`src/thermal_head_strobe_sequencer_unit_macros.svh`:
```
// Assertion macros shared by the strobe sequencer RTL.
`ifndef THERMAL_HEAD_STROBE_SEQUENCER_UNIT_MACROS_SVH
`define THERMAL_HEAD_STROBE_SEQUENCER_UNIT_MACROS_SVH

// Same-cycle implication, disabled during reset.
`define THSQ_ASSERT_IMPLY(label, clk, rst_n, ante, cons, msg) \
	label: assert property (@(posedge clk) disable iff (!rst_n) (ante) |-> (cons)) \
		else $error(msg);

// Next-cycle implication, disabled during reset.
`define THSQ_ASSERT_NEXT(label, clk, rst_n, ante, cons, msg) \
	label: assert property (@(posedge clk) disable iff (!rst_n) (ante) |=> (cons)) \
		else $error(msg);

`endif

```
`src/thsq_pkg.sv`:
```
// ---------------------------------------------------------------------------
// thsq_pkg
// Commands, phase numbers and field widths of the strobe sequencer.
// ---------------------------------------------------------------------------
`timescale 1ns / 1ps
`default_nettype none

package thsq_pkg;

	localparam int CMD_W  = 2;
	localparam int STEP_W = 16;
	localparam int IDX_W  = 6;
	localparam int DATA_W = 8;
	localparam int PH_W   = 3;
	localparam int BANK_W = 2;

	localparam logic [CMD_W-1:0] CMD_TICK  = 2'd0;
	localparam logic [CMD_W-1:0] CMD_START = 2'd1;
	localparam logic [CMD_W-1:0] CMD_WRITE = 2'd2;

	localparam logic [PH_W-1:0] PHASE_COUNT = 3'd6;
	localparam logic [PH_W-1:0] PH_STREAM   = 3'd0;
	localparam logic [PH_W-1:0] PH_BANK2    = 3'd2;
	localparam logic [PH_W-1:0] PH_MOTOR    = 3'd3;
	localparam logic [PH_W-1:0] PH_BANK3    = 3'd4;

	localparam logic [BANK_W-1:0] BANK_OFF = 2'd0;
	localparam logic [BANK_W-1:0] BANK_1   = 2'd1;
	localparam logic [BANK_W-1:0] BANK_2   = 2'd2;
	localparam logic [BANK_W-1:0] BANK_3   = 2'd3;

endpackage

`default_nettype wire

```
`src/thsq_line_ram.sv`:
```
// ---------------------------------------------------------------------------
// thsq_line_ram
// Dot-line buffer: one write port, one read port with registered data.
// ---------------------------------------------------------------------------
`timescale 1ns / 1ps
`default_nettype none

module thsq_line_ram #(
	parameter int DEPTH = 48,
	parameter int AW    = 6
) (
	input  wire logic                       clk,
	input  wire logic                       we,
	input  wire logic [AW-1:0]              waddr,
	input  wire logic [thsq_pkg::DATA_W-1:0] wdata,
	input  wire logic                       re,
	input  wire logic [AW-1:0]              raddr,
	output logic      [thsq_pkg::DATA_W-1:0] rdata
);

	logic [thsq_pkg::DATA_W-1:0] mem [DEPTH];

	always_ff @(posedge clk) begin
		if (we) begin
			mem[waddr] <= wdata;
		end
	end

	// hold read data until the next read
	always_ff @(posedge clk) begin
		if (re) begin
			rdata <= mem[raddr];
		end
	end

endmodule

`default_nettype wire

```
`src/thermal_head_strobe_sequencer_unit.sv`:
```
// A write or start request is accepted and gives no result.
// A tick other than the line tick gives its single result in the cycle after acceptance.
// A line tick gives LINE_BYTES results via the stream flag, RAM read data and output
// registers, one per cycle unless out_stall holds them; no new input is taken meanwhile.
// Reset (arst_n low, asynchronous) stops the sequencer, inhibits the motor and turns the
// strobes off (state only); line RAM is not cleared, holds nothing valid until written.
// ---------------------------------------------------------------------------
// thermal_head_strobe_sequencer_unit
// Tick-driven phase sequencer for a thermal head and its paper stepper.
// ---------------------------------------------------------------------------
`timescale 1ns / 1ps
`default_nettype none

`include "thermal_head_strobe_sequencer_unit_macros.svh"

module thermal_head_strobe_sequencer_unit #(
	parameter int LINE_BYTES = 48
) (
	input  wire logic                        clk,
	input  wire logic                        arst_n,
	input  wire logic                        in_valid,
	output logic                             in_stall,
	input  wire logic [thsq_pkg::CMD_W-1:0]  command,
	input  wire logic [thsq_pkg::STEP_W-1:0] step_count,
	input  wire logic [thsq_pkg::IDX_W-1:0]  byte_index,
	input  wire logic [thsq_pkg::DATA_W-1:0] line_byte,
	output logic                             out_valid,
	input  wire logic                        out_stall,
	output logic                             motor_inhibit,
	output logic                             motor_phase,
	output logic [thsq_pkg::BANK_W-1:0]      strobe_bank,
	output logic [thsq_pkg::DATA_W-1:0]      head_data,
	output logic                             head_data_valid,
	output logic                             latch_pulse,
	output logic                             running,
	output logic                             last
);

	localparam int AW = (LINE_BYTES > 1) ? $clog2(LINE_BYTES) : 1;
	localparam logic [AW-1:0] LAST_IDX = AW'(LINE_BYTES - 1);
	localparam logic [thsq_pkg::IDX_W:0] LINE_LIMIT = (thsq_pkg::IDX_W + 1)'(LINE_BYTES);

	// sequencer state
	logic [thsq_pkg::PH_W-1:0]   phase_cnt_q;
	logic                        run_q;
	logic [thsq_pkg::STEP_W-1:0] steps_q;
	logic                        lvl_q;
	logic [thsq_pkg::BANK_W-1:0] bank_q;
	logic                        inhibit_q;

	logic [thsq_pkg::PH_W-1:0]   n_phase;
	logic                        n_run;
	logic [thsq_pkg::STEP_W-1:0] n_steps;
	logic                        n_lvl;
	logic [thsq_pkg::BANK_W-1:0] n_bank;
	logic                        n_inhibit;
	logic                        single_res;
	logic                        start_stream;
	logic                        mem_we;
	logic [thsq_pkg::PH_W-1:0]   ph_inc;
	logic [thsq_pkg::PH_W-1:0]   ph_nxt;
	logic [thsq_pkg::STEP_W-1:0] steps_dec;

	// line streaming
	logic          stream_q;
	logic [AW-1:0] idx_q;
	logic          pend_s1;
	logic          pend_last_s1;
	logic          rd_en;
	logic [thsq_pkg::DATA_W-1:0] rdata;

	// output register
	logic                        out_valid_q;
	logic                        inhibit_out_q;
	logic                        phase_out_q;
	logic [thsq_pkg::BANK_W-1:0] bank_out_q;
	logic [thsq_pkg::DATA_W-1:0] data_out_q;
	logic                        dvalid_out_q;
	logic                        latch_out_q;
	logic                        run_out_q;
	logic                        last_out_q;

	logic out_free;
	logic in_acc;
	logic byte_load;

	assign out_free  = !out_valid_q || !out_stall;
	assign in_stall  = stream_q || pend_s1 || !out_free;
	assign in_acc    = in_valid && !in_stall;
	assign rd_en     = stream_q && (!pend_s1 || out_free);
	assign byte_load = pend_s1 && out_free;

	assign ph_inc    = phase_cnt_q + 3'd1;
	assign ph_nxt    = (ph_inc >= thsq_pkg::PHASE_COUNT) ? thsq_pkg::PH_STREAM : ph_inc;
	assign steps_dec = (steps_q != '0) ? (steps_q - 16'd1) : steps_q;

	always_comb begin
		n_phase      = phase_cnt_q;
		n_run        = run_q;
		n_steps      = steps_q;
		n_lvl        = lvl_q;
		n_bank       = bank_q;
		n_inhibit    = inhibit_q;
		single_res   = 1'b0;
		start_stream = 1'b0;
		mem_we       = 1'b0;
		if (in_acc) begin
			unique case (command)
				thsq_pkg::CMD_START: begin
					n_steps = step_count;
					n_run   = 1'b1;
				end
				thsq_pkg::CMD_WRITE: begin
					mem_we = ({1'b0, byte_index} < LINE_LIMIT);
				end
				thsq_pkg::CMD_TICK: begin
					if (!run_q) begin
						n_inhibit  = 1'b1;
						n_bank     = thsq_pkg::BANK_OFF;
						n_phase    = thsq_pkg::PHASE_COUNT;
						single_res = 1'b1;
					end else begin
						n_phase    = ph_nxt;
						single_res = 1'b1;
						case (ph_nxt)
							thsq_pkg::PH_STREAM: begin
								n_inhibit    = 1'b0;
								n_lvl        = !lvl_q;
								n_bank       = thsq_pkg::BANK_1;
								single_res   = 1'b0;
								start_stream = 1'b1;
							end
							thsq_pkg::PH_BANK2: n_bank = thsq_pkg::BANK_2;
							thsq_pkg::PH_MOTOR: n_lvl  = !lvl_q;
							thsq_pkg::PH_BANK3: begin
								n_bank  = thsq_pkg::BANK_3;
								n_steps = steps_dec;
								if (steps_dec == '0) begin
									n_run = 1'b0;
								end
							end
							default: ;
						endcase
					end
				end
				default: ;
			endcase
		end
	end

	always_ff @(posedge clk or negedge arst_n) begin
		if (!arst_n) begin
			phase_cnt_q <= '0;
			run_q       <= 1'b0;
			steps_q     <= '0;
			lvl_q       <= 1'b0;
			bank_q      <= thsq_pkg::BANK_OFF;
			inhibit_q   <= 1'b1;
		end else begin
			phase_cnt_q <= n_phase;
			run_q       <= n_run;
			steps_q     <= n_steps;
			lvl_q       <= n_lvl;
			bank_q      <= n_bank;
			inhibit_q   <= n_inhibit;
		end
	end

	// issue one RAM read per free output slot
	always_ff @(posedge clk or negedge arst_n) begin
		if (!arst_n) begin
			stream_q     <= 1'b0;
			idx_q        <= '0;
			pend_s1      <= 1'b0;
			pend_last_s1 <= 1'b0;
		end else begin
			if (start_stream) begin
				stream_q <= 1'b1;
				idx_q    <= '0;
			end else if (rd_en) begin
				idx_q <= idx_q + 1'b1;
				if (idx_q == LAST_IDX) begin
					stream_q <= 1'b0;
				end
			end
			if (rd_en) begin
				pend_s1      <= 1'b1;
				pend_last_s1 <= (idx_q == LAST_IDX);
			end else if (byte_load) begin
				pend_s1 <= 1'b0;
			end
		end
	end

	thsq_line_ram #(
		.DEPTH(LINE_BYTES),
		.AW   (AW)
	) u_line_ram (
		.clk  (clk),
		.we   (mem_we),
		.waddr(byte_index[AW-1:0]),
		.wdata(line_byte),
		.re   (rd_en),
		.raddr(idx_q),
		.rdata(rdata)
	);

	always_ff @(posedge clk or negedge arst_n) begin
		if (!arst_n) begin
			out_valid_q <= 1'b0;
		end else if (single_res || byte_load) begin
			out_valid_q <= 1'b1;
		end else if (out_free) begin
			out_valid_q <= 1'b0;
		end
	end

	always_ff @(posedge clk) begin
		if (single_res) begin
			inhibit_out_q <= n_inhibit;
			phase_out_q   <= n_lvl;
			bank_out_q    <= n_bank;
			data_out_q    <= '0;
			dvalid_out_q  <= 1'b0;
			latch_out_q   <= 1'b0;
			run_out_q     <= n_run;
			last_out_q    <= 1'b1;
		end else if (byte_load) begin
			inhibit_out_q <= inhibit_q;
			phase_out_q   <= lvl_q;
			bank_out_q    <= bank_q;
			data_out_q    <= rdata;
			dvalid_out_q  <= 1'b1;
			latch_out_q   <= pend_last_s1;
			run_out_q     <= run_q;
			last_out_q    <= pend_last_s1;
		end
	end

	assign out_valid       = out_valid_q;
	assign motor_inhibit   = inhibit_out_q;
	assign motor_phase     = phase_out_q;
	assign strobe_bank     = bank_out_q;
	assign head_data       = data_out_q;
	assign head_data_valid = dvalid_out_q;
	assign latch_pulse     = latch_out_q;
	assign running         = run_out_q;
	assign last            = last_out_q;

	`THSQ_ASSERT_IMPLY(a_phase_range, clk, arst_n, 1'b1, phase_cnt_q <= thsq_pkg::PHASE_COUNT, "phase counter out of range")
	`THSQ_ASSERT_IMPLY(a_latch_last, clk, arst_n, out_valid_q && latch_out_q, last_out_q && dvalid_out_q, "latch without last line byte")
	`THSQ_ASSERT_NEXT(a_read_pending, clk, arst_n, rd_en, pend_s1, "RAM read lost before output")
	`THSQ_ASSERT_IMPLY(a_no_result_overlap, clk, arst_n, single_res, !pend_s1 && !stream_q, "tick result during line stream")

endmodule

`default_nettype wire
```
`config.mk`:
```
export PLATFORM = sky130hd
export DESIGN_NAME = thermal_head_strobe_sequencer_unit
export DESIGN_NICKNAME = d
export VERILOG_FILES = /design/src/thsq_pkg.sv /design/src/thsq_line_ram.sv /design/src/thermal_head_strobe_sequencer_unit.sv
export VERILOG_INCLUDE_DIRS = /design/src /design/src/src
export SDC_FILE = /design/constraint.sdc
export NUM_CORES = 1
export LEC_CHECK = 0
export BUFFER_PORTS_ARGS = -buffer_cell sky130_fd_sc_hd__clkbuf_2
export CAP_MARGIN = 20
export CORE_UTILIZATION = 46
export CTS_CLUSTER_SIZE = 14
export DETAILED_ROUTE_END_ITERATION = 10
export SETUP_SLACK_MARGIN = 0.2
export SYNTH_ARGS = -nofsm -noshare
export SYNTH_HDL_FRONTEND = slang
export SYNTH_SLANG_ARGS = --single-unit
export TNS_END_PERCENT = 10
```
`constraint.sdc`:
```
create_clock -name clk -period 2.9 [get_ports clk]
set_clock_uncertainty 0.05 [all_clocks]
set_input_delay 0.145 -clock clk [delete_from_list [all_inputs] [get_ports clk]]
set_output_delay 0.145 -clock clk [all_outputs]
set_load 0.005 [all_outputs]
```
==> impl_results.md, run 1 <==
* Root buf cell: clkbuf_16
* Worst setup SP type: flip-flop
* Post-Synthesis Cells at 966
* DR DRC count at 0
* Rows at between 70 and 80
* Routability cong. at 0.8703
* Min-delay worst type: in -> reg
* Total negative setup slack at 0 ps
* H-tree levels at 2
* Max cap viols at 0
* P_leak at between 7 and 8 nW
* Power share of the sequential group at 42.4%
* Largest net degree at the start of global routing at 49
* Pwr Total at around 19 mW
* Switching power at approximately 5.4 mW
* Yosys warns at 0
* Peak VDD IR at 0.4833 mV
* Post-synthesis cell area at about 18000 µm²
* Sequential share of the synthesized area at 72.64%
* Mean Syn Cell Area at roughly 19 µm²
* Flops & latches, synth at 442
* Setup crit end kind: flip-flop
* Worst setup path class: reg -> reg
* Mapped Nets at 1007
* IO Count at 54
* Final Util at 55.47%
* I/O Buffers at between 50 and 60
* Dpl cell area at 19260 µm²
* Antenna violations before repair at 1
* Tcrit/Tclk final at 88.59%
* Worst skew pair latency at 560 ps
* Gr ovfl total at 0
* Design Area, Final at between 20000 and 25000 µm²
* Via/cell ratio at around 5.6
* Async set-or-reset flop fraction in the synthesized netlist at 7.692%
* Int Pwr at 13.41 mW
* Worst setup margin at 330.8 ps
* Status: complete, no violations
* Worst EP required at between 3000 and 4000 ps
* Number of buffers created by CTS at between 40 and 50
* Die area at 39680 µm²
* Core Footprint at 37930 µm²
* Tmin final at 2569 ps
* Nets at around 1200
* First-pass GRT wire length at 58610 µm
* Vias in the first global route at 9338
* Detailed Route WL at 39420 µm
* Pwr dens at around 900 nW/µm²
* CTS tree: built
* Slew @ Worst Pin at 1079 ps
* Layout cell share with drive strength beyond 1 at 30.04%
* Max FO, Critical Path at 6
* FMAX at 0.3892 GHz
* Longest Clk Path Bufs at 3
* Dpl hpwl at 24800 µm
* Clk pin slew, worst setup/hold paths at 60 ps
* Clock sinks at between 400 and 500
* Post-synth EDFFs at 397
* Vias at 9332
* DR iter-0 viols at 838
* Final Max Tran Viols at 0
* Synth cell types at 59
* Area Growth Syn to Fin at 17.63%
* DR pass1 iterations at 5
* Unrepaired setup endpoints after global routing: false
* Pre-CTS WS at ~330 ps
* Initial core utilization at between 40% and 50%
* Antenna-violating nets left at 0
* Clock network fraction of total power at between 30% and 40%
* # setup viols final at 0
* Wire per inst at 23.65 µm
* Hold Fails Final Rpt at 0
* Sw Ratio at 28.67%
* Logic gate share of total power at 26.8%
* Worst relative slew slack at 28.03%
* Chip width at 199.2 µm
* CP arrival at 2770 ps
* DIE HEIGHT at 199.2 µm
* Ys flop type: edfxtp_1
* Gr usage total at about a fifth
[timing repair]
action,4_1_cts,5_1_grt
resized for setup,0,4
setup buffers,0,0
hold endpoints to repair,54,10
endpoints found under the setup margin,0,2
hold buffers,21,2
[final cells by class]
| cell class | count | area [µm²] |
|---|---|---|
| fill | 2897 | 16890 |
| clock buffer | 54 | 1212 |
| inverter | 14 | 52.55 |
| tap | 511 | 639.4 |
| sequential | 442 | 13000 |
| multi-input combinational | 459 | 4608 |
| clock inverter | 29 | 270.3 |
| timing repair buffer | 157 | 1254 |
| antenna | 1 | 2.502 |
[power by group through the flow]
stage / Combinational [mW] / Clock, mW / Sequential [mW]
after global routing: 5.46 / 6.13 / 8.04
after global placement: 5.06 / 0 / 8.09
after floorplan: 3.74 / 0 / 7.73
after detailed placement: 5.08 / 0 / 8.09
after CTS: 5.12 / 5.90 / 7.96
final: 5.04 / 5.79 / 7.97
[path summary, 6_finish.rpt]
check	start	endpoint	slack, ps	cells past startpoint
worst max register to register	out_valid	u_line_ram.mem[13][4]	330	7
worst min-delay path	line_byte[6]	u_line_ram.mem[44][6]	50	1
worst max-delay path	out_valid	u_line_ram.mem[13][4]	330	7
max in group asynchronous	arst_n	idx_q[0]	1910	2
min in group asynchronous	arst_n	out_valid	210	2
worst min register to register	head_data[5]	head_data[5]	410	2
[placed cells by master, fill, tap and decap left out, types with 7 or more instances in the layout]
master / n
a21oi_1: 28
a31oi_1: 7
buf_12: 12
buf_4: 69
clkbuf_16: 47
clkbuf_2: 53
clkinv_1: 9
clkinv_2: 11
dfrtp_1: 29
dfxtp_1: 11
dlygate4sd3_1: 23
edfxtp_1: 397
inv_1: 14
mux2i_1: 11
mux4_2: 120
nand2_1: 59
nand3_1: 8
nor2_1: 87
nor4_1: 8
o21ai_0: 24
o21ai_1: 8
xor2_1: 7
[per-stage QoR]
step	hold WS, ps	instances
after floorplan	-200.6	966
final	53.49	1667
after detailed placement	286.7	1557
after global routing	60.12	1666
after global placement	281.7	1557
after CTS	114.0	1661
[worst max-delay path, cell delays in order (launching register included)]
cell and delay [ps]:
dfrtp_1 410, a211oi_2 330, and3_1 210, nand3_1 170
nor2_1 240, nand2_1 360, nor2_1 280, buf_4 200
[sequential cells by signal, indices dropped and copies added (netlist names)]
register,cells
run_q,1
inhibit_q,1
idx_q,6
head_data_valid,1
phase_cnt_q,3
last,1
head_data,8
u_line_ram.mem,384
motor_inhibit,1
steps_q,16
strobe_bank,2
latch_pulse,1
pend_s1,1
bank_q,2
running,1
lvl_q,1
out_valid,1
stream_q,1
u_line_ram.rdata,8
pend_last_s1,1
motor_phase,1
[cells by family after synthesis]
family,after synthesis,share of synthesized area (%)
xor+xnor,9,0.4407
flops,442,72.64
simple gates,212,5.673
mux,132,15.79
compound gates,101,3.462
buf+inv,65,1.651
fa+ha+maj,5,0.3497
[synth_stat cells (11+ instances only)]
cell type,number,share of area [%]
inv_1,14,0.29
mux4_2,120,15
a21oi_1,28,0.78
edfxtp_1,397,67
dfrtp_1,33,4.6
mux2i_1,11,0.62
clkbuf_1,25,0.52
dfxtp_1,11,1.2
buf_2,17,0.48
o21ai_0,24,0.67
nor2_1,87,1.8
nand2_1,59,1.2
[per-layer routing]
metal,GRT usage [%],share of wire [%],up-vias
met2,31.90,47,286
met3,4.068,6.2,48
met5,0,0,-
li1,-,-,4191
met1,30.05,45,4807
met4,5.157,1.6,0
No activity file was read; power rests on OpenSTA's default activity.
==> inputs of run 2 (changes only) <==
PLACE_DENSITY = 0.63   (was unset)
==> run 2 against run 1 <==
  * Via count increased by 0.89%
  * First-iteration DRC count decreased by 0.95%
  * Register-to-register slack got worse by 130 ps
  * Core utilization decreased by 0.34 points
  * Critical path depth decreased by 2
  * Critical endpoint is now u_line_ram.rdata[6]
  * Combinational power increased by 1%
  * Highest routed layer unchanged
==> impl_results.md, run 2 (synthesis gave the netlist of run 1 again) <==
* Status: complete, no violations
* Dpl hpwl at 25020 µm (+0.91%)
* Commonest non-fill, non-tap cells in the layout: 397 x edfxtp_1, 120 x mux4_2, 87 x nor2_1
* Pre-CTS WS at 142.8 ps (-184.5 ps)
* Area Growth Syn to Fin at 16.92%
* Root buf cell: clkbuf_16
* I/O Buffers at 53 (unchanged)
* Vias in the first global route at 9513 (+1.9%)
* Routability cong. at 0.8481 (-2.6%)
* Final Util at 55.14% (-0.34 points)
* Nets at 1161 (unchanged)
* DR pass1 iterations at 5 (unchanged)
* Tcrit/Tclk final at 93.05% (+4.5 points)
* Clock network fraction of total power at 29.4% (-1.4 points)
* Int Pwr at 13.15 mW (-1.9%)
* Max reg flops at 384 (unchanged)
* Rows at 71 (unchanged)
* Detailed Route WL at 40020 µm (+1.5%)
* Tmin final at 2698 ps (+129.2 ps)
* Core Footprint at 37930 µm² (unchanged)
* Switching power at 5.441 mW (+0.97%)
* Largest reg by FF count: u_line_ram.mem
* Number of buffers created by CTS at 46 (unchanged)
* RR Startpoint: idx_q[0]
* Pwr dens at 888.6 nW/µm² (-0.51%)
* # setup viols final at 0 (unchanged)
* Gr ovfl total at 0 (unchanged)
* Worst skew pair latency at 550 ps (about the same)
* Sw Ratio at 29.28% (+0.60 points)
* FF-to-FF path depth at 5 (-2)
* FF-to-FF End: u_line_ram.rdata[6]
* Peak VDD IR at 0.5573 mV (+15%)
* Pwr Total at 18.59 mW (-1.1%)
* Final Max Tran Viols at 0 (unchanged)
* Max cap viols at 0 (unchanged)
* FMAX at 0.3706 GHz (-4.8%)
* Layout cell share with drive strength beyond 1 at 29.90% (-0.15 points)
* Worst EP required at 3120 ps (+20 ps)
* Min-delay worst type: in -> reg
* Most common cell after layout, fill and taps aside: edfxtp_1
* First-pass GRT wire length at 60250 µm (+2.8%)
* Initial core utilization at 47.16% (unchanged)
* Antenna violations before repair at 0 (-1)
* Power share of the sequential group at 43.3% (+0.9 points)
* Chip width at 199.2 µm (unchanged)
* DR DRC count at 0 (unchanged)
* End point of the critical path: u_line_ram.rdata[6]
* Top Registers: u_line_ram.mem x384, steps_q x16
* Hold Fails Final Rpt at 0 (unchanged)
* Largest net degree at the start of global routing at 49 (unchanged)
* CTS tree: built
* Max FO, Critical Path at 24 (+18)
* Slew @ Worst Pin at 1092 ps (+12.22 ps)
* Critical Path Start: idx_q[0]
* DIE HEIGHT at 199.2 µm (unchanged)
* Die area at 39680 µm² (unchanged)
* Clk pin slew, worst setup/hold paths at 60 ps (about the same)
* Antenna-violating nets left at 0 (unchanged)
* P_leak at 6.949 nW (-0.78%)
* Via/cell ratio at 5.655 (+1.0%)
* Logic gate share of total power at 27.4% (+0.6 points)
* Setup crit end kind: flip-flop
* Worst setup margin at 201.7 ps (-129.2 ps)
* IO Count at 54 (unchanged)
* Vias at 9415 (+0.89%)
* CP arrival at 2920 ps (+150 ps)
* Clock sinks at 442 (unchanged)
* R2R setup slack at 200 ps (-130 ps)
* Unrepaired setup endpoints after global routing: false
* Wire per inst at 24.03 µm (+1.6%)
* Longest Clk Path Bufs at 3 (unchanged)
* Worst relative slew slack at 27.22% (-0.81 points)
* H-tree levels at 2 (unchanged)
* N_diodes at 0 (-1)
* Fillers at 2934 (+1.3%)
* DR iter-0 viols at 830 (-0.95%)
* Total negative setup slack at 0 ps (unchanged)
* Worst setup SP type: flip-flop
* Worst setup path class: reg -> reg
* Gr usage total at 21.07% (+0.49 points)
run 2: power by group through the flow:
| stage | registers [mW] | logic (mW) | clock network (mW) |
|---|---|---|---|
| after global placement | 8.22 | 4.94 | 0 |
| final | 8.04 | 5.09 | 5.46 |
| after global routing | 8.10 | 5.46 | 5.85 |
| after CTS | 8.04 | 5.15 | 5.59 |
| after detailed placement | 8.22 | 4.98 | 0 |
| after floorplan | 7.73 | 3.74 | 0 |
run 2: critical path, stage by stage, from the launching register on:
cell	delay, ps
dfrtp_4	540
buf_12	250
mux4_2	590
mux4_2	480
mux2i_1	340
o21ai_1	140
run 2: how the worst min path moves through the flow:
stage | startpoint | endpoint | slack (ps) | depth (start not counted)
final | command[1] | run_q | 110 | 3
after CTS | command[1] | run_q | 50 | 3
after global placement | arst_n | out_valid | 280 | 1
after detailed placement | arst_n | out_valid | 260 | 1
after global routing | command[1] | run_q | 140 | 3
after floorplan | arst_n | bank_q[0] | -200 | 0
run 2: what timing repair did:
action / CTS / global route
hold endpoints to repair: 53 / 9
setup buffers: 4 / 0
hold buffers: 20 / 2
setup endpoints to repair: 1 / 2
pin swaps: 0 / 0
gates resized for setup: 0 / 4
run 2: area by class of cell:
class | instances | area, µm² | share of cell area [%]
multi-input combinational | 459 | 4613 | 22.06
tap | 511 | 639.4 | 3.057
timing repair buffer | 157 | 1209 | 5.779
clock inverter | 20 | 136.4 | 0.6521
inverter | 14 | 52.55 | 0.2513
clock buffer | 62 | 1262 | 6.036
sequential | 442 | 13000 | 62.17
run 2: metal layers:
metal | vias to the layer above | wire [µm] | track usage (%)
met5 | - | 0 | 0
met4 | 0 | 775 | 5.385
met3 | 54 | 2697 | 3.730
met2 | 318 | 19340 | 33.69
met1 | 4839 | 17200 | 30.07
li1 | 4204 | - | -
run 2: through the flow:
stage / std cells / hold slack, ps / area, µm²
floorplan: 966 / -200.6 / 17890
finish: 1665 / 112.4 / 20920
detailed placement: 1555 / 263.0 / 19200
CTS: 1661 / 55.00 / 20840
global route: 1665 / 138.0 / 20920
global placement: 1555 / 276.3 / 19200
